--- src/rtl/core/tbfp_pkg.sv ---
// ---------------------------------------------------------------------------
// tbfp_pkg
// Shared codes, command and status types for the texture best-fit pool.
// ---------------------------------------------------------------------------
`default_nettype none

package tbfp_pkg;

	// Request codes
	localparam logic [1:0] FN_ALLOC = 2'd0;
	localparam logic [1:0] FN_FREE  = 2'd1;
	localparam logic [1:0] FN_REL   = 2'd2;

	// Result action codes
	localparam logic [2:0] ACT_REUSE    = 3'd0;
	localparam logic [2:0] ACT_GROW     = 3'd1;
	localparam logic [2:0] ACT_NEW      = 3'd2;
	localparam logic [2:0] ACT_DISCARD  = 3'd3;
	localparam logic [2:0] ACT_FREED    = 3'd4;
	localparam logic [2:0] ACT_NOTFOUND = 3'd5;
	localparam logic [2:0] ACT_FULL     = 3'd6;
	localparam logic [2:0] ACT_NOTHING  = 3'd7;

	// Kind of result item the datapath loads into its output register
	typedef enum logic [3:0] {
		EM_NONE,
		EM_FULL_ALLOC,
		EM_REUSE,
		EM_GROW,
		EM_NEW,
		EM_FREED,
		EM_NOTFOUND,
		EM_FULL_FREE,
		EM_DISCARD,
		EM_NOTHING
	} emit_t;

	typedef struct packed {
		logic  latch;
		logic  scan_init;
		logic  scan_rd;
		logic  scan_cmp;
		logic  srch_init;
		logic  srch_step;
		logic  rel_init;
		logic  rel_next;
		emit_t emit;
	} cmd_t;

	typedef struct packed {
		logic [1:0] func;
		logic       used_full;
		logic       free_full;
		logic       both_empty;
		logic       scan_end;
		logic       reuse;
		logic       grow;
		logic       ptr_zero;
		logic       hit;
		logic       rel_last;
		logic       out_busy;
	} status_t;

endpackage

`default_nettype wire

--- src/rtl/core/tbfp_ctrl.sv ---
// ---------------------------------------------------------------------------
// tbfp_ctrl
// Sequencer for the texture pool: decodes a request, steps the scans and
// picks the kind of each result item.
// ---------------------------------------------------------------------------
`default_nettype none

module tbfp_ctrl (
	input  wire logic            clk,
	input  wire logic            arst_n,
	input  wire logic            in_valid,
	output logic                 in_ready,
	input  wire tbfp_pkg::status_t sts,
	output tbfp_pkg::cmd_t       cmd
);
	import tbfp_pkg::*;

	typedef enum logic [2:0] {
		ST_IDLE,
		ST_DECODE,
		ST_A_RD,
		ST_A_CMP,
		ST_A_DEC,
		ST_F_CHK,
		ST_R_EMIT
	} state_t;

	state_t state_q;
	state_t state_d;
	logic   rdy_q;

	assign in_ready = rdy_q;

	// Next state and commands
	always_comb begin
		state_d = state_q;
		cmd     = '0;
		cmd.emit = EM_NONE;
		case (state_q)
			ST_IDLE: begin
				if (in_valid && rdy_q) begin
					cmd.latch = 1'b1;
					state_d   = ST_DECODE;
				end
			end
			ST_DECODE: begin
				case (sts.func)
					FN_ALLOC: begin
						if (sts.used_full) begin
							if (!sts.out_busy) begin
								cmd.emit = EM_FULL_ALLOC;
								state_d  = ST_IDLE;
							end
						end else begin
							cmd.scan_init = 1'b1;
							state_d       = ST_A_RD;
						end
					end
					FN_FREE: begin
						cmd.srch_init = 1'b1;
						state_d       = ST_F_CHK;
					end
					FN_REL: begin
						if (sts.both_empty) begin
							if (!sts.out_busy) begin
								cmd.emit = EM_NOTHING;
								state_d  = ST_IDLE;
							end
						end else begin
							cmd.rel_init = 1'b1;
							state_d      = ST_R_EMIT;
						end
					end
					default: begin
						if (!sts.out_busy) begin
							cmd.emit = EM_NOTHING;
							state_d  = ST_IDLE;
						end
					end
				endcase
			end
			ST_A_RD: begin
				if (sts.scan_end) begin
					state_d = ST_A_DEC;
				end else begin
					cmd.scan_rd = 1'b1;
					state_d     = ST_A_CMP;
				end
			end
			ST_A_CMP: begin
				cmd.scan_cmp = 1'b1;
				state_d      = ST_A_RD;
			end
			ST_A_DEC: begin
				if (!sts.out_busy) begin
					if (sts.reuse)
						cmd.emit = EM_REUSE;
					else if (sts.grow)
						cmd.emit = EM_GROW;
					else
						cmd.emit = EM_NEW;
					state_d = ST_IDLE;
				end
			end
			ST_F_CHK: begin
				if (sts.ptr_zero || sts.hit) begin
					if (!sts.out_busy) begin
						if (sts.ptr_zero)
							cmd.emit = EM_NOTFOUND;
						else if (sts.free_full)
							cmd.emit = EM_FULL_FREE;
						else
							cmd.emit = EM_FREED;
						state_d = ST_IDLE;
					end
				end else begin
					cmd.srch_step = 1'b1;
				end
			end
			ST_R_EMIT: begin
				if (!sts.out_busy) begin
					cmd.emit = EM_DISCARD;
					if (sts.rel_last)
						state_d = ST_IDLE;
					else
						cmd.rel_next = 1'b1;
				end
			end
			default: begin
				state_d = ST_IDLE;
			end
		endcase
	end

	// Hold state and the registered ready
	always_ff @(posedge clk or negedge arst_n) begin
		if (!arst_n) begin
			state_q <= ST_IDLE;
			rdy_q   <= 1'b0;
		end else begin
			state_q <= state_d;
			rdy_q   <= (state_d == ST_IDLE);
		end
	end

endmodule

`default_nettype wire

--- config.mk ---
export PLATFORM = sky130hd
export DESIGN_NAME = tbfp_ctrl
export DESIGN_NICKNAME = d
export VERILOG_FILES = /design/src/rtl/core/tbfp_pkg.sv /design/src/rtl/core/tbfp_ctrl.sv
export SDC_FILE = /design/constraint.sdc
export NUM_CORES = 1
export LEC_CHECK = 0
export BUFFER_PORTS_ARGS = -buffer_cell sky130_fd_sc_hd__buf_2
export CAP_MARGIN = 20
export CORE_AREA = 2 2 39 41
export DETAILED_ROUTE_END_ITERATION = 10
export DIE_AREA = 0 0 41 43
export PLACE_DENSITY = 0.67
export SLEW_MARGIN = 15
export SYNTH_ARGS = -nofsm -noshare
export SYNTH_HDL_FRONTEND = slang
export SYNTH_SLANG_ARGS = --single-unit
--- constraint.sdc ---
create_clock -name clk -period 1.65 [get_ports clk]
set_input_delay 0.33 -clock clk [delete_from_list [all_inputs] [get_ports clk]]
set_output_delay 0.33 -clock clk [all_outputs]
set_load 0.02 [all_outputs]
==> run metrics <==
Yosys top cell area share=21.6%; starting density of the core=33.5%; layout cells sized above 1=64.6%; worst-margin pin slew=0.259 ns; Core Footprint=1380 sq um; post-synth top area cell=dfrtp_1; Max Cap Viol=0; LEAKAGE=approximately 0.00045 uW; data required time at the worst endpoint=1.32 ns; Slew Viols, Final=0; GRT Total Usage=a little under a fifth; setup slack, reg-to-reg=~0.06 ns; met3 Use GR=3.14%; largest net degree at the start of global routing=9; RSZ-0062 raised after global routing=true; clk_lat worst skew=0.23 ns; Setup violations, final=8; Setup CP Type=flip-flop to output port; Critical R2R Launch=state_q[0]; root buffer cell=clkbuf_4; Die Ht=between 40 and 50 um; detailed-route wire length=about 1.6 mm; Ports=28; Filler cells=128; TritonCTS clock tree=yes; PwrDens=between 1000 and 1500 nW/um^2; fin crit share=112%; main combinational cell family by area after synthesis=simple AND/OR/NAND/NOR gates; worst r2r path cells=6; Worst-path clk slew=approximately 0.04 ns; minimum clock period=1.85 ns; multiplexer share of the synthesized area=2.43%; Sink Count=4; Synth Area in Compound Gates=a little under a fifth; GRT Residual Overflow=0; Nets=116; syn_nets=72; setup slack after layout=-0.204 ns; Overall Power=1200 uW; Layout area overhead=96.0%; Register Area=100 sq um; syn avg cell area=8.14 sq um; number of synthesized register bits=4; register area share after synthesis=21.6%; RR Endpoint=state_q[2]; area of the multi-input gates=approximately 460 sq um; failing checks=setup timing; fmax=539 MHz; Worst Setup EP=cmd[0]; WL per Instance=14.1 um; first-pass GRT wire length=2.26 mm; leading post-synthesis cells by cell area=dfrtp_1 (22%), nand2b_1 (6.7%), nor2b_1 (6.7%); DR vias=625; Yosys cell types=30; simple-gate area share of the yosys netlist=between 50% and 60%; synthesized cell area=464 sq um; max_slew headroom=82.6%; number of global-route vias before repair=between 600 and 700; Post-DRT Antenna Nets=0; worst vdd ir=0.000616 V; hpwl dp=1.10 mm; worst hold path type=input pin to async pin; synth warn=0; DRT iter0 DRCs=2; hold violation total from the final report=0; Inserted Clock Buffers=3; H-tree depth=1; total negative setup slack=-0.872 ns; Die W=41 um; Worst Path Arrival=around 1.5 ns; Pre-antenna DRT Iters=4; first element of the critical path=state_q[1]; n_diodes=0; grt met2 use=33.8%; Top Usage Layer GRT=met2; Via-to-Cell Ratio=5.43; clk_skew=0.00298 ns; final core occ=between 60% and 70%; drt drc=0; initial antenna violation count=0; Post-Synth Adder-Cell Area=0%; Post-Synth XOR/XNOR Area=0%; RePlAce Congestion=0.775; floorplan row count=14; outcome=finished, violations left; Max clock buf depth=2; met1 usage=around a fifth; Post-Synthesis Cells=57; port bufs=27; Die ar.=about 1800 sq um; crit end category=output port; Startpoint Class=flip-flop; Worst Path Max Fanout=5
==> power breakdown <==
group          internal (uW)  switching [uW]  leakage (uW)
clock                   81.2            37.9     0.0000138
combinational            493             418      0.000382
sequential               140            24.3     0.0000510
==> cell type report <==
| class | count | share of cell area (%) |
|---|---|---|
| tap | 16 | 2.20 |
| timing repair buffer | 40 | 33.0 |
| multi-input combinational | 51 | 50.9 |
| sequential | 4 | 11.0 |
| clock buffer | 3 | 2.48 |
| inverter | 1 | 0.413 |
==> flip-flops by register name, summed over array words and instances (netlist names) <==
| register | cells |
|---|---|
| state_q | 3 |
| in_ready | 1 |
==> synth_stat cells, drive strengths merged <==
cell type  n
nand3b     1
a211oi     1
and2       1
buf        1
a211o      1
mux2       1
o31ai      1
nor4bb     1
and2b      1
or3b       1
and3       1
o21ai      2
nor2b      5
nand2b     5
nor4       2
a21o       1
and3b      1
nor2       7
nor4b      1
inv        1
o22ai      3
and4b      1
nor3b      2
o221ai     2
dfrtp      4
nor3       2
o211a      1
or3        2
nand2      4
==> repair_timing <==
item,CTS,global route
hold buffers,1,0
setup buffers,6,3
gates resized for setup,22,17
pin swaps,7,7
endpoints found under the hold margin,4,0
setup endpoints to repair,8,13
==> stage by stage <==
stage	cell area (sq um)	cells	hold WS (ns)	setup WS, ns
after floorplan	473	57	0.0344	0.0509
after global placement	661	104	0.136	0.0277
after detailed placement	661	104	0.139	0.0160
after CTS	818	114	0.433	-0.220
after global routing	910	115	0.441	-0.248
final	910	115	0.431	-0.204
==> cell families (layout without fill, tap and decap cells) <==
kind of cell | count (synthesis) | count (layout)
AOI/OAI and AO/OA | 12 | 12
buffers and inverters | 2 | 44
DFF | 4 | 4
muxes | 1 | 1
and+or+nand+nor | 38 | 38
==> worst min path at each step <==
stage          slack (ns)  cells after the start          to  startpoint
2_1_floorplan        0.03                      0    in_ready      arst_n
3_3_place_gp         0.14                      1    in_ready      arst_n
3_5_place_dp         0.14                      1  state_q[0]      arst_n
4_1_cts              0.43                      2  state_q[2]      arst_n
5_1_grt              0.44                      2  state_q[2]      arst_n
6_report             0.43                      2  state_q[2]      arst_n
==> cells in the final DEF (no fill, tap or decap), types with 2 or more instances in the layout <==
cell type and count:
buf_2 18, buf_4 12, buf_6 8, nor2_1 6, nand2b_1 4, dfrtp_1 4, nand2_1 3, clkbuf_4 3
nor2b_1 2, o22ai_2 2, nor2b_2 2
==> worst max-delay path, stage by stage (launching register included) <==
cell and delay [ns]:
dfrtp_1 0.37, or3b_4 0.44, a211o_1 0.26, o221ai_2 0.06, buf_4 0.17
==> routing by layer <==
metal / vias up / share of wire, %
li1: 297 / -
met1: 307 / 40
met2: 21 / 55
met3: 0 / 4.8
met4: 0 / 0
met5: - / 0
Power figures use the tool's default switching activity.
